===== config.mk =====
export PLATFORM = sky130hd
export DESIGN_NAME = haptic_pulse_pattern_generator_top
export DESIGN_NICKNAME = d
export VERILOG_FILES = /design/src/rtl/core/hppg_pkg.sv /design/src/rtl/core/hppg_ctrl.sv /design/src/rtl/core/hppg_datapath.sv /design/src/rtl/core/haptic_pulse_pattern_generator_top.sv
export SDC_FILE = /design/constraint.sdc
export NUM_CORES = 1
export LEC_CHECK = 0
export BUFFER_PORTS_ARGS = -buffer_cell sky130_fd_sc_hd__buf_4
export CAP_MARGIN = 20
export CORE_ASPECT_RATIO = 1.5
export CORE_MARGIN = 4
export CORE_UTILIZATION = 57
export DETAILED_ROUTE_END_ITERATION = 6
export PLACE_DENSITY = 0.84
export SETUP_SLACK_MARGIN = 0.3
export SLEW_MARGIN = 20
export SYNTH_ARGS = -nofsm -noshare
export SYNTH_HDL_FRONTEND = slang
export SYNTH_SLANG_ARGS = --single-unit

===== constraint.sdc =====
create_clock -name clk -period 5.25 [get_ports clk]
set_input_delay 0.525 -clock clk [delete_from_list [all_inputs] [get_ports clk]]
set_output_delay 0.525 -clock clk [all_outputs]
set_load 0.05 [all_outputs]

===== src/rtl/core/hppg_pkg.sv =====
// Shared types, constants and helpers for the haptic pulse pattern generator.
// Used by hppg_ctrl, hppg_datapath and the top level; depends on nothing.
package hppg_pkg;

  localparam int TICK_BITS  = 16;
  localparam int AMP_BITS   = 16;
  localparam int AMP_FRAC_BITS = 12;
  localparam int DRIVE_BITS = 17;
  localparam int LEN_BITS   = 10;
  localparam int REPS_BITS  = 8;
  localparam int DIR_BITS   = 3;
  localparam int MODE_BITS  = 2;
  localparam int CFG_IDX_BITS = 1;

  // Amplitude clamp: ten volts.
  localparam logic [AMP_BITS-1:0] AMP_MAX = AMP_BITS'(10 << AMP_FRAC_BITS);

  // Diagonal gain 0.707 as 707 / 1000; the divider rounds with half the divisor.
  localparam logic [LEN_BITS-1:0] GAIN_NUM = LEN_BITS'(707);
  localparam logic [LEN_BITS-1:0] GAIN_DEN = LEN_BITS'(1000);

  // Divider: dividend width and two quotient bits per cycle.
  localparam int DIVIDEND_BITS = 26;
  localparam int DIV_CNT_BITS  = 4;
  localparam logic [DIV_CNT_BITS-1:0] DIV_STEPS = DIV_CNT_BITS'(DIVIDEND_BITS / 2);

  // Mode codes.
  localparam logic [MODE_BITS-1:0] MODE_IDLE   = 2'd0;
  localparam logic [MODE_BITS-1:0] MODE_RENDER = 2'd1;
  localparam logic [MODE_BITS-1:0] MODE_PAUSE  = 2'd2;

  // Compass direction codes; the diagonals have the top bit set.
  localparam logic [DIR_BITS-1:0] DIR_W  = 3'd0;
  localparam logic [DIR_BITS-1:0] DIR_E  = 3'd1;
  localparam logic [DIR_BITS-1:0] DIR_N  = 3'd2;
  localparam logic [DIR_BITS-1:0] DIR_S  = 3'd3;
  localparam logic [DIR_BITS-1:0] DIR_NW = 3'd4;
  localparam logic [DIR_BITS-1:0] DIR_NE = 3'd5;
  localparam logic [DIR_BITS-1:0] DIR_SW = 3'd6;
  localparam logic [DIR_BITS-1:0] DIR_SE = 3'd7;

  // Configuration register indexes.
  localparam logic [CFG_IDX_BITS-1:0] REG_RAMP_TICKS = 1'd0;
  localparam logic [CFG_IDX_BITS-1:0] REG_STEP_TICKS = 1'd1;

  // Waveform sample kind of the current tick.
  typedef logic [1:0] kind_t;
  localparam kind_t KIND_ZERO = 2'd0;
  localparam kind_t KIND_RAMP = 2'd1;
  localparam kind_t KIND_STEP = 2'd2;

  // Per-axis gain sign.
  typedef logic [1:0] gain_t;
  localparam gain_t GAIN_ZERO = 2'd0;
  localparam gain_t GAIN_POS  = 2'd1;
  localparam gain_t GAIN_NEG  = 2'd2;

  typedef struct packed {
    logic accept;       // latch request, step the mode machine
    logic mul_load;     // form product, load divider
    logic div_step;     // two quotient bits
    logic finish_load;  // commit scaled amplitude of a load request
    logic out_load;     // write result register
  } hppg_cmd_t;

  typedef struct packed {
    logic is_load;
    logic div_last;
  } hppg_sts_t;

  function automatic gain_t gain_x(input logic [DIR_BITS-1:0] dir);
    gain_t g;
    case (dir)
      DIR_W, DIR_NW, DIR_SW: g = GAIN_POS;
      DIR_E, DIR_NE, DIR_SE: g = GAIN_NEG;
      default:               g = GAIN_ZERO;
    endcase
    return g;
  endfunction

  function automatic gain_t gain_y(input logic [DIR_BITS-1:0] dir);
    gain_t g;
    case (dir)
      DIR_N, DIR_NW, DIR_NE: g = GAIN_POS;
      DIR_S, DIR_SW, DIR_SE: g = GAIN_NEG;
      default:               g = GAIN_ZERO;
    endcase
    return g;
  endfunction

  function automatic logic [TICK_BITS-1:0] sat_inc(input logic [TICK_BITS-1:0] v);
    return (&v) ? v : v + TICK_BITS'(1);
  endfunction

endpackage


===== src/rtl/core/hppg_ctrl.sv =====
// Sequencer for the haptic pulse pattern generator: request handshake,
// multiply/divide sequencing and the result register's valid flag. Uses hppg_pkg.
module hppg_ctrl (
  input  logic                clk,
  input  logic                rst_n,
  input  logic                in_valid,
  output logic                in_ready,
  output logic                out_valid,
  input  logic                out_ready,
  output hppg_pkg::hppg_cmd_t cmd,
  input  hppg_pkg::hppg_sts_t sts
);

  localparam logic [1:0] ST_IDLE = 2'd0;
  localparam logic [1:0] ST_MUL  = 2'd1;
  localparam logic [1:0] ST_DIV  = 2'd2;
  localparam logic [1:0] ST_FIN  = 2'd3;

  logic [1:0] state_r, state_nxt;
  logic       out_valid_r, out_valid_nxt;
  logic       out_free;

  assign in_ready  = (state_r == ST_IDLE);
  assign out_valid = out_valid_r;
  assign out_free  = !out_valid_r || out_ready;

  always_comb begin
    cmd             = '0;
    cmd.accept      = in_valid && in_ready;
    cmd.mul_load    = (state_r == ST_MUL);
    cmd.div_step    = (state_r == ST_DIV);
    cmd.finish_load = (state_r == ST_FIN) && sts.is_load;
    cmd.out_load    = (state_r == ST_FIN) && !sts.is_load && out_free;
  end

  always_comb begin
    state_nxt = state_r;
    case (state_r)
      ST_IDLE: if (cmd.accept) state_nxt = ST_MUL;
      ST_MUL:  state_nxt = ST_DIV;
      ST_DIV:  if (sts.div_last) state_nxt = ST_FIN;
      ST_FIN:  if (sts.is_load || out_free) state_nxt = ST_IDLE;
      default: state_nxt = ST_IDLE;
    endcase
  end

  always_comb begin
    out_valid_nxt = out_valid_r;
    if (cmd.out_load) begin
      out_valid_nxt = 1'b1;
    end else if (out_ready) begin
      out_valid_nxt = 1'b0;
    end
  end

  always_ff @(posedge clk) begin
    if (!rst_n) begin
      state_r     <= ST_IDLE;
      out_valid_r <= 1'b0;
    end else begin
      state_r     <= state_nxt;
      out_valid_r <= out_valid_nxt;
    end
  end

endmodule


===== src/rtl/core/hppg_datapath.sv =====
// Datapath of the haptic pulse pattern generator: config registers, mode
// machine state, 16x10 multiplier, radix-4 restoring divider, result register.
// Uses hppg_pkg.
module hppg_datapath (
  input  logic                                     clk,
  input  logic                                     rst_n,
  input  hppg_pkg::hppg_cmd_t                      cmd,
  output hppg_pkg::hppg_sts_t                      sts,
  input  logic                                     cfg_we,
  input  logic [hppg_pkg::CFG_IDX_BITS-1:0]        cfg_index,
  input  logic [hppg_pkg::LEN_BITS-1:0]            cfg_wdata,
  input  logic                                     in_command,
  input  logic [hppg_pkg::DIR_BITS-1:0]            in_direction,
  input  logic [hppg_pkg::AMP_BITS-1:0]            in_amplitude,
  input  logic [hppg_pkg::REPS_BITS-1:0]           in_repetitions,
  input  logic [hppg_pkg::TICK_BITS-1:0]           in_render_ticks,
  input  logic [hppg_pkg::TICK_BITS-1:0]           in_pause_ticks,
  output logic signed [hppg_pkg::DRIVE_BITS-1:0]   out_drive_x,
  output logic signed [hppg_pkg::DRIVE_BITS-1:0]   out_drive_y,
  output logic [hppg_pkg::MODE_BITS-1:0]           out_mode
);

  localparam int TB = hppg_pkg::TICK_BITS;
  localparam int LB = hppg_pkg::LEN_BITS;
  localparam int DB = hppg_pkg::DIVIDEND_BITS;
  localparam int OB = hppg_pkg::DRIVE_BITS;

  // Configuration
  logic [LB-1:0] ramp_r, step_r;

  // Mode machine state
  logic [hppg_pkg::MODE_BITS-1:0] mode_r, mode_nxt;
  logic                           pend_r, pend_nxt;
  logic                           seg_r, seg_nxt;
  logic [TB-1:0]                  mode_el_r, mode_el_nxt;
  logic [TB-1:0]                  wave_el_r, wave_el_nxt;
  logic [hppg_pkg::REPS_BITS-1:0] reps_r, reps_nxt;
  logic [TB-1:0]                  rlen_r, rlen_nxt;
  logic [TB-1:0]                  plen_r, plen_nxt;
  logic [hppg_pkg::AMP_BITS-1:0]  mag_r, mag_nxt;
  logic [hppg_pkg::DIR_BITS-1:0]  dir_r, dir_nxt;

  // Per-request operands
  logic                 load_r, load_nxt;
  hppg_pkg::kind_t      kind_r, kind_nxt;
  logic                 negd_r, negd_nxt;
  logic [LB-1:0]        absd_r, absd_nxt;
  logic [LB-1:0]        div_r, div_nxt;

  // Divider
  logic [DB-1:0]                     quo_r;
  logic [LB:0]                       rem_r;
  logic [hppg_pkg::DIV_CNT_BITS-1:0] cnt_r;
  logic [DB-1:0]                     prod;
  logic [LB:0]                       s1_trial, s1_rem, s2_trial, s2_rem;
  logic                              s1_ge, s2_ge;
  logic [DB-1:0]                     s1_quo;

  // Tick helpers
  logic [hppg_pkg::AMP_BITS-1:0]  amp_clamp;
  logic [LB-1:0]                  r_eff;
  logic [TB-1:0]                  wave_inc, mode_inc;
  logic signed [LB+1:0]           diff;
  logic [LB+1:0]                  diff_abs;
  logic [hppg_pkg::REPS_BITS-1:0] reps_dec;
  logic [OB-1:0]                  q_ext, m_ext;

  assign amp_clamp = (in_amplitude > hppg_pkg::AMP_MAX) ? hppg_pkg::AMP_MAX : in_amplitude;
  assign r_eff     = (ramp_r == '0) ? LB'(1) : ramp_r;
  assign wave_inc  = hppg_pkg::sat_inc(wave_el_r);
  assign mode_inc  = hppg_pkg::sat_inc(mode_el_r);
  assign diff      = $signed({2'b00, r_eff}) - $signed({1'b0, wave_inc[LB-1:0], 1'b0});
  assign diff_abs  = diff[LB+1] ? (LB+2)'(-diff) : diff;
  assign reps_dec  = reps_r - hppg_pkg::REPS_BITS'(reps_r != '0);

  always_comb begin
    mode_nxt    = mode_r;
    pend_nxt    = pend_r;
    seg_nxt     = seg_r;
    mode_el_nxt = mode_el_r;
    wave_el_nxt = wave_el_r;
    reps_nxt    = reps_r;
    rlen_nxt    = rlen_r;
    plen_nxt    = plen_r;
    mag_nxt     = mag_r;
    dir_nxt     = dir_r;
    load_nxt    = load_r;
    kind_nxt    = kind_r;
    negd_nxt    = negd_r;
    absd_nxt    = absd_r;
    div_nxt     = div_r;
    if (cmd.accept) begin
      load_nxt = in_command;
      kind_nxt = hppg_pkg::KIND_ZERO;
      negd_nxt = 1'b0;
      if (in_command) begin
        // Scale through the divider: (amp * 707 + 500) / 1000.
        dir_nxt  = in_direction;
        mag_nxt  = amp_clamp;
        reps_nxt = in_repetitions;
        rlen_nxt = in_render_ticks;
        plen_nxt = in_pause_ticks;
        pend_nxt = 1'b1;
        absd_nxt = hppg_pkg::GAIN_NUM;
        div_nxt  = hppg_pkg::GAIN_DEN;
      end else begin
        case (mode_r)
          hppg_pkg::MODE_RENDER: begin
            wave_el_nxt = wave_inc;
            if (!seg_r) begin
              if (wave_inc > TB'(r_eff)) begin
                seg_nxt     = 1'b1;
                wave_el_nxt = '0;
              end else begin
                kind_nxt = hppg_pkg::KIND_RAMP;
                negd_nxt = diff[LB+1];
                absd_nxt = diff_abs[LB-1:0];
                div_nxt  = r_eff;
              end
            end else begin
              if (wave_inc > TB'(step_r)) begin
                seg_nxt     = 1'b0;
                wave_el_nxt = '0;
              end else begin
                kind_nxt = hppg_pkg::KIND_STEP;
              end
            end
            mode_el_nxt = mode_inc;
            if (mode_inc >= rlen_r) begin
              reps_nxt = reps_dec;
              if (reps_dec == '0) begin
                mode_nxt = hppg_pkg::MODE_IDLE;
              end else begin
                mode_nxt    = hppg_pkg::MODE_PAUSE;
                mode_el_nxt = '0;
              end
            end
          end
          hppg_pkg::MODE_PAUSE: begin
            mode_el_nxt = mode_inc;
            if (mode_inc >= plen_r) begin
              mode_nxt    = hppg_pkg::MODE_RENDER;
              mode_el_nxt = '0;
              wave_el_nxt = '0;
              seg_nxt     = 1'b0;
            end
          end
          default: begin
            mode_nxt = hppg_pkg::MODE_IDLE;
            if (pend_r) begin
              pend_nxt    = 1'b0;
              mode_nxt    = hppg_pkg::MODE_RENDER;
              mode_el_nxt = '0;
              wave_el_nxt = '0;
              seg_nxt     = 1'b0;
            end
          end
        endcase
      end
    end
    if (cmd.finish_load && dir_r[hppg_pkg::DIR_BITS-1]) begin
      mag_nxt = quo_r[hppg_pkg::AMP_BITS-1:0];
    end
  end

  // Multiply, then round with half the divisor.
  assign prod = DB'(mag_r) * DB'(absd_r) + DB'(div_r[LB-1:1]);

  // Two restoring division steps per cycle.
  assign s1_trial = {rem_r[LB-1:0], quo_r[DB-1]};
  assign s1_ge    = s1_trial >= {1'b0, div_r};
  assign s1_rem   = s1_ge ? s1_trial - {1'b0, div_r} : s1_trial;
  assign s1_quo   = {quo_r[DB-2:0], s1_ge};
  assign s2_trial = {s1_rem[LB-1:0], s1_quo[DB-1]};
  assign s2_ge    = s2_trial >= {1'b0, div_r};
  assign s2_rem   = s2_ge ? s2_trial - {1'b0, div_r} : s2_trial;

  assign sts.is_load  = load_r;
  assign sts.div_last = (cnt_r == hppg_pkg::DIV_STEPS - 1'b1);

  function automatic logic [OB-1:0] drive_of(input hppg_pkg::kind_t kind,
                                             input hppg_pkg::gain_t gain,
                                             input logic negd,
                                             input logic [OB-1:0] q,
                                             input logic [OB-1:0] m);
    logic [OB-1:0] v;
    logic          neg;
    v   = '0;
    neg = (gain == hppg_pkg::GAIN_NEG);
    case (kind)
      hppg_pkg::KIND_RAMP: begin
        v   = q;
        neg = neg ^ negd;
      end
      hppg_pkg::KIND_STEP: v = m;
      default:             v = '0;
    endcase
    if (gain == hppg_pkg::GAIN_ZERO) begin
      v = '0;
    end
    return neg ? OB'(-v) : v;
  endfunction

  assign q_ext = OB'(quo_r[hppg_pkg::AMP_BITS-1:0]);
  assign m_ext = OB'(mag_r);

  always_ff @(posedge clk) begin
    if (!rst_n) begin
      ramp_r    <= LB'(18);
      step_r    <= LB'(7);
      mode_r    <= hppg_pkg::MODE_IDLE;
      pend_r    <= 1'b0;
      seg_r     <= 1'b0;
      mode_el_r <= '0;
      wave_el_r <= '0;
      reps_r    <= '0;
      rlen_r    <= '0;
      plen_r    <= '0;
      mag_r     <= '0;
      dir_r     <= '0;
      load_r    <= 1'b0;
      cnt_r     <= '0;
    end else begin
      if (cfg_we) begin
        case (cfg_index)
          hppg_pkg::REG_RAMP_TICKS: ramp_r <= cfg_wdata;
          hppg_pkg::REG_STEP_TICKS: step_r <= cfg_wdata;
          default: ;
        endcase
      end
      mode_r    <= mode_nxt;
      pend_r    <= pend_nxt;
      seg_r     <= seg_nxt;
      mode_el_r <= mode_el_nxt;
      wave_el_r <= wave_el_nxt;
      reps_r    <= reps_nxt;
      rlen_r    <= rlen_nxt;
      plen_r    <= plen_nxt;
      mag_r     <= mag_nxt;
      dir_r     <= dir_nxt;
      load_r    <= load_nxt;
      if (cmd.mul_load) begin
        cnt_r <= '0;
      end else if (cmd.div_step) begin
        cnt_r <= cnt_r + 1'b1;
      end
    end
  end

  // Payload registers, no reset.
  always_ff @(posedge clk) begin
    kind_r <= kind_nxt;
    negd_r <= negd_nxt;
    absd_r <= absd_nxt;
    div_r  <= div_nxt;
    if (cmd.mul_load) begin
      quo_r <= prod;
      rem_r <= '0;
    end else if (cmd.div_step) begin
      quo_r <= {s1_quo[DB-2:0], s2_ge};
      rem_r <= s2_rem;
    end
    if (cmd.out_load) begin
      out_drive_x <= drive_of(kind_r, hppg_pkg::gain_x(dir_r), negd_r, q_ext, m_ext);
      out_drive_y <= drive_of(kind_r, hppg_pkg::gain_y(dir_r), negd_r, q_ext, m_ext);
      out_mode    <= mode_r;
    end
  end

endmodule


===== src/rtl/core/haptic_pulse_pattern_generator_top.sv =====
// Top level of the two-actuator haptic pulse pattern generator.
// Instantiates hppg_ctrl and hppg_datapath; uses hppg_pkg.
//
// Usage:
//   Input channel (in_*): one request per handshake. in_command = 1 loads a
//   pattern (direction, amplitude, repetitions, render and pause lengths) and
//   raises a start request; it returns no result. in_command = 0 is one time
//   tick; it steps the idle/render/pause machine and returns exactly one result.
//   Result channel (out_*): drive_x, drive_y (signed, volts * 4096) and the
//   mode after the tick.
//   Config port (cfg_*): write ramp_ticks (index 0) or step_ticks (index 1)
//   while no request is in flight; takes effect at once.
//   Sequence: each accepted request passes the multiply state, then the shared
//   radix-4 divider (ramp slope, or the 0.707 diagonal gain on a load), then
//   the commit state; the next request is taken only once it is back in idle.
//   A tick's result is written in the commit state once the register is free.
//   Stall: a finished result sits in the output register; the next request is
//   still taken, and its own result waits in the divider until out_ready frees
//   the register.
//   Reset (rst_n low, synchronous): idle, no pending start, ramp_ticks 18,
//   step_ticks 7, no result valid.
module haptic_pulse_pattern_generator_top (
  input  logic                                    clk,
  input  logic                                    rst_n,
  input  logic                                    in_valid,
  output logic                                    in_ready,
  input  logic                                    in_command,
  input  logic [hppg_pkg::DIR_BITS-1:0]           in_direction,
  input  logic [hppg_pkg::AMP_BITS-1:0]           in_amplitude,
  input  logic [hppg_pkg::REPS_BITS-1:0]          in_repetitions,
  input  logic [hppg_pkg::TICK_BITS-1:0]          in_render_ticks,
  input  logic [hppg_pkg::TICK_BITS-1:0]          in_pause_ticks,
  output logic                                    out_valid,
  input  logic                                    out_ready,
  output logic signed [hppg_pkg::DRIVE_BITS-1:0]  out_drive_x,
  output logic signed [hppg_pkg::DRIVE_BITS-1:0]  out_drive_y,
  output logic [hppg_pkg::MODE_BITS-1:0]          out_mode,
  input  logic                                    cfg_we,
  input  logic [hppg_pkg::CFG_IDX_BITS-1:0]       cfg_index,
  input  logic [hppg_pkg::LEN_BITS-1:0]           cfg_wdata
);

  hppg_pkg::hppg_cmd_t cmd;
  hppg_pkg::hppg_sts_t sts;

  // Sequencing: handshake, multiply/divide steps, result valid.
  hppg_ctrl u_ctrl (
    .clk       (clk),
    .rst_n     (rst_n),
    .in_valid  (in_valid),
    .in_ready  (in_ready),
    .out_valid (out_valid),
    .out_ready (out_ready),
    .cmd       (cmd),
    .sts       (sts)
  );

  // State, arithmetic and result payload.
  hppg_datapath u_dp (
    .clk             (clk),
    .rst_n           (rst_n),
    .cmd             (cmd),
    .sts             (sts),
    .cfg_we          (cfg_we),
    .cfg_index       (cfg_index),
    .cfg_wdata       (cfg_wdata),
    .in_command      (in_command),
    .in_direction    (in_direction),
    .in_amplitude    (in_amplitude),
    .in_repetitions  (in_repetitions),
    .in_render_ticks (in_render_ticks),
    .in_pause_ticks  (in_pause_ticks),
    .out_drive_x     (out_drive_x),
    .out_drive_y     (out_drive_y),
    .out_mode        (out_mode)
  );

  // Busy right after taking a request.
  a_busy_after_accept: assert property (@(posedge clk) disable iff (!rst_n)
    (in_valid && in_ready) |=> !in_ready)
    else $error("request accepted while previous one still in flight");

  // A load request never writes the result register.
  a_load_no_result: assert property (@(posedge clk) disable iff (!rst_n)
    cmd.out_load |-> !sts.is_load)
    else $error("result written for a load request");

  // Result valid rises only from a result write.
  a_valid_from_write: assert property (@(posedge clk) disable iff (!rst_n)
    $rose(out_valid) |-> $past(cmd.out_load))
    else $error("result valid without a result write");

  // Committing a load returns straight to ready.
  a_load_commit_ready: assert property (@(posedge clk) disable iff (!rst_n)
    cmd.finish_load |=> in_ready)
    else $error("not ready after load commit");

endmodule

==> flow_metrics.py <==
metrics = {
    "status": {
        "result_of_the_run": "finished with violations",
        "failed_checks": "DRC, setup timing",
    },
    "logic_synthesis": {
        "post_synth_inst_count": 2167,
        "ys_top_cells_by_area": "sky130_fd_sc_hd__dfxtp_1 (14%), sky130_fd_sc_hd__edfxtp_1 (14%), sky130_fd_sc_hd__fa_1 (13%)",
        "mappedNetlistNets": 2534,
        "ys_ff_latch": 218,
        "mappedNetlistArea_sq_um": 18600,
        "fraction_of_registers_with_async_set_reset_pct": 0,
        "synth-edff-count": 85,
        "synth_seq_area_share_pct": 28.0,
        "synth.largest_area_cell": "sky130_fd_sc_hd__dfxtp_1",
        "most_used_flip_flop_cell_after_synthesis": "sky130_fd_sc_hd__dfxtp_1",
        "unique_masters_post_synth": 84,
        "synth_area_per_cell_sq_um": 8.60,
        "yosys.area.top_type_share_pct": 14.3,
        "synth-warning-count": 0,
    },
    "power_and_ir_drop": {
        "cellPowerDensity_nw_per_um2": 388,
        "net-switching-power_mw": 3.70,
        "intPower_mw": 5.01,
        "power.static_leakage_nw": 9.95,
        "netSwitchingFraction_pct": 42.5,
        "post-layout-total-power_mw": 8.71,
        "power.share.combinational_pct": 52.3,
        "sequentialPowerShare_pct": 27.8,
        "clock_power_share_pct": 19.8,
        "ir_worst_vdd_mv": 0.352,
    },
    "floorplan": {
        "initial_utilization_pct": 58.2,
        "die-height_um": 229,
        "fp.coreArea_sq_um": 32000,
        "die-area_sq_um": 35700,
        "floorplan.rows": 80,
        "die-width_um": 156,
        "io-pin-count": 114,
    },
    "routing": {
        "avgViaCountPerCell": 6.13,
        "routed-via-count": 17000,
        "remaining_routing_drc_violations": 33,
        "route.antenna.remaining_nets": 0,
        "post_drt_wl_per_cell_um": 20.4,
        "drt_iter0_markers": 1493,
        "totalWireLength_um": 56500,
        "drt_pass1_iterations": 7,
    },
    "cts": {
        "clkSinkCount": 218,
        "ctsHoldBuffers": 0,
        "clkLatencyLatePin_ns": 0.55,
        "tritoncts": "yes",
        "clkSlewWorstSetupHoldPaths_ns": 0.07,
        "cts_inserted_buffers": 23,
        "ctsHtreeMaxLevel": 1,
        "clock_tree.buffer_depth": 3,
        "cts_root_buf": "sky130_fd_sc_hd__clkbuf_16",
    },
    "finish": {
        "most-common-layout-cells": "sky130_fd_sc_hd__nand2_1 (295), sky130_fd_sc_hd__inv_1 (241), sky130_fd_sc_hd__buf_4 (228), sky130_fd_sc_hd__ha_1 (147), sky130_fd_sc_hd__nor2_1 (135)",
        "share_of_cells_above_drive_strength_1_pct": 21.0,
        "layout.cells.non_filler": 2775,
        "finalNetCount": 2714,
        "multi_input_comb_area_sq_um": 12800,
        "area_delta_synth_final_pct": 20.4,
        "final_common_cell": "sky130_fd_sc_hd__nand2_1",
        "area.sequential_sq_um": 5230,
        "layout.filler_cells": 2317,
    },
    "sta": {
        "setup_total_negative_slack_ns": -3.04,
        "rsz0062_at_grt": "yes",
        "finalWorstSetupSlack_ns": -0.428,
        "finalSetupViolations": 15,
        "finalClockSkew_ns": 0.0280,
        "hold_violations": 0,
        "max-slew-margin-rel_pct": 29.6,
        "fmax_mhz": 176,
        "worst_tran_pin_value_ns": 1.05,
        "slew_violations": 0,
        "finalCriticalPeriod_ns": 5.68,
        "final.period_utilization_pct": 108,
    },
    "place": {
        "routabilityCongestion": 0.973,
        "dp_hpwl_um": 41400,
        "port-buffer-count": 113,
        "dp_cells": 2699,
    },
    "setup_path": {
        "setup.worst_path.end": "u_dp.quo_r[19]",
        "worst-r2r-setup-slack_ns": -0.43,
        "regToRegStartpoint": "u_dp.absd_r[7]",
        "worst_setup_path_startpoint": "u_dp.absd_r[7]",
        "critPathLaunchType": "flip-flop",
        "ff2ff_path_depth": 19,
        "rr_endpoint": "u_dp.quo_r[19]",
        "worst-endpoint-arrival_ns": 5.98,
        "timing.critical_path.to_type": "flip-flop",
        "cp.required_ns": 5.55,
        "timing.critical_path.fanout_max": 6,
        "setup.worst_path.class": "reg2reg",
    },
    "min_path": {
        "holdPathStages": 3,
        "min_path_type": "in2reg",
    },
    "global_route": {
        "grtUsageTotal_pct": 30.2,
        "first_global_vias": 17400,
        "globalRouteOverflowTotal": 0,
        "grt_start_max_net_pins": 78,
        "grt_antenna_before_repair": 1,
        "grt_pass1_wl_um": 87300,
    },
    "run": {
        "max-cap-violations": 0,
    },
}
sequential cells by signal (all words and copies together), names as in the netlist, 16 cells and up:
| name | flops |
|---|---|
| u_dp.quo_r | 26 |
| u_dp.out_drive_x | 17 |
| u_dp.out_drive_y | 17 |
| u_dp.mag_r | 16 |
| u_dp.mode_el_r | 16 |
| u_dp.plen_r | 16 |
| u_dp.rlen_r | 16 |
| u_dp.wave_el_r | 16 |
cell type report:
class / count / area share [%]
multi-input cells: 1581 / 57.2
well taps: 410 / 2.29
inverters: 267 / 4.47
clock buffers: 30 / 2.82
flip-flops and latches: 218 / 23.3
repair buffers: 256 / 9.28
diodes: 1 / 0.0112
clock inverters: 12 / 0.669
Yosys cell counts, drive strengths merged (4+ instances only):
cell type	instances
fa	122
edfxtp	85
dfxtp	133
clkbuf	85
o211ai	12
a222oi	13
a211oi	12
nor3	27
nand2b	18
mux2i	6
o21bai	4
ha	169
xnor2	47
a22o	7
xor2	28
o21ai	83
a21o	30
and3	22
inv	265
o31ai	9
or3	13
nor2	139
and4	4
and2	88
nand3	44
a211o	6
a21boi	9
a311oi	9
a221oi	4
a2111oi	5
nor4	11
a31oi	15
nand2	320
nor2b	17
a21oi	130
a22oi	16
a32o	8
o21a	21
buf	16
and4b	4
mux2	26
nand4	23
o22ai	12
or4	11
through the flow:
stage / setup WS (ns) / utilization, % / hold slack, ns / instance area, sq um
after global placement: -0.213 / 64.5 / 0.444 / 20700
final: -0.428 / 70.0 / 0.224 / 22400
after detailed placement: -0.317 / 64.5 / 0.447 / 20700
after global routing: -0.458 / 70.0 / 0.221 / 22400
after floorplan: 0.139 / - / 0.436 / 19000
after CTS: -0.182 / 68.7 / 0.209 / 22000
logic make-up after synthesis:
kind of cell	share of synthesized area, %
and+or+nand+nor	18.9
AOI/OAI and AO/OA	15.5
buffers and inverters	7.78
adders and majority gates	24.5
DFF	28.0
xor gates and xnor gates	3.53
muxes	1.89
layer usage:
metal / wire [um] / track usage, % / vias to the layer above
met5: 0 / 0 / -
met4: 5560 / 23.1 / 0
met3: 3240 / 2.87 / 294
met2: 29600 / 55.4 / 836
met1: 18200 / 30.9 / 8152
li1: - / - / 7731
worst max-delay path, cell delays in order, from the launching register on:
cell,delay (ns)
sky130_fd_sc_hd__edfxtp_1,0.58
sky130_fd_sc_hd__buf_6,0.16
sky130_fd_sc_hd__buf_6,0.10
sky130_fd_sc_hd__nand2_4,0.05
sky130_fd_sc_hd__fa_1,0.55
sky130_fd_sc_hd__fa_1,0.45
sky130_fd_sc_hd__inv_2,0.08
sky130_fd_sc_hd__fa_2,0.44
sky130_fd_sc_hd__fa_1,0.51
sky130_fd_sc_hd__inv_2,0.04
sky130_fd_sc_hd__fa_1,0.54
sky130_fd_sc_hd__inv_2,0.06
sky130_fd_sc_hd__ha_4,0.16
sky130_fd_sc_hd__a21oi_4,0.19
sky130_fd_sc_hd__nor2_2,0.07
sky130_fd_sc_hd__a221o_1,0.43
sky130_fd_sc_hd__o21a_4,0.26
sky130_fd_sc_hd__a211oi_2,0.32
sky130_fd_sc_hd__xnor2_1,0.16
sky130_fd_sc_hd__mux2_4,0.28
power groups by stage:
stage | clock (mW) | sequential (mW) | combinational [mW]
floorplan | 0 | 2.40 | 2.82
global placement | 0 | 2.42 | 3.83
global route | 1.82 | 2.44 | 4.91
finish | 1.73 | 2.42 | 4.56
CTS | 1.74 | 2.40 | 4.27
detailed placement | 0 | 2.43 | 3.98
worst min-delay path by stage:
stage / slack (ns) / endpoint / start
global placement: 0.44 / u_dp.plen_r[15] / u_dp.plen_r[15]
CTS: 0.21 / u_dp.plen_r[1] / in_pause_ticks[1]
finish: 0.22 / u_dp.plen_r[2] / in_pause_ticks[2]
detailed placement: 0.45 / u_dp.plen_r[12] / u_dp.plen_r[12]
floorplan: 0.44 / u_dp.ramp_r[0] / u_dp.ramp_r[0]
global route: 0.22 / u_dp.rlen_r[6] / in_render_ticks[6]
what timing repair did:
action	CTS	global route
pin swaps	63	34
hold endpoints to repair	0	0
setup endpoints to repair	28	30
setup buffers	19	13
cloned	1	0
resized for setup	91	75
Note: power is estimated with default switching activity, not from simulation.
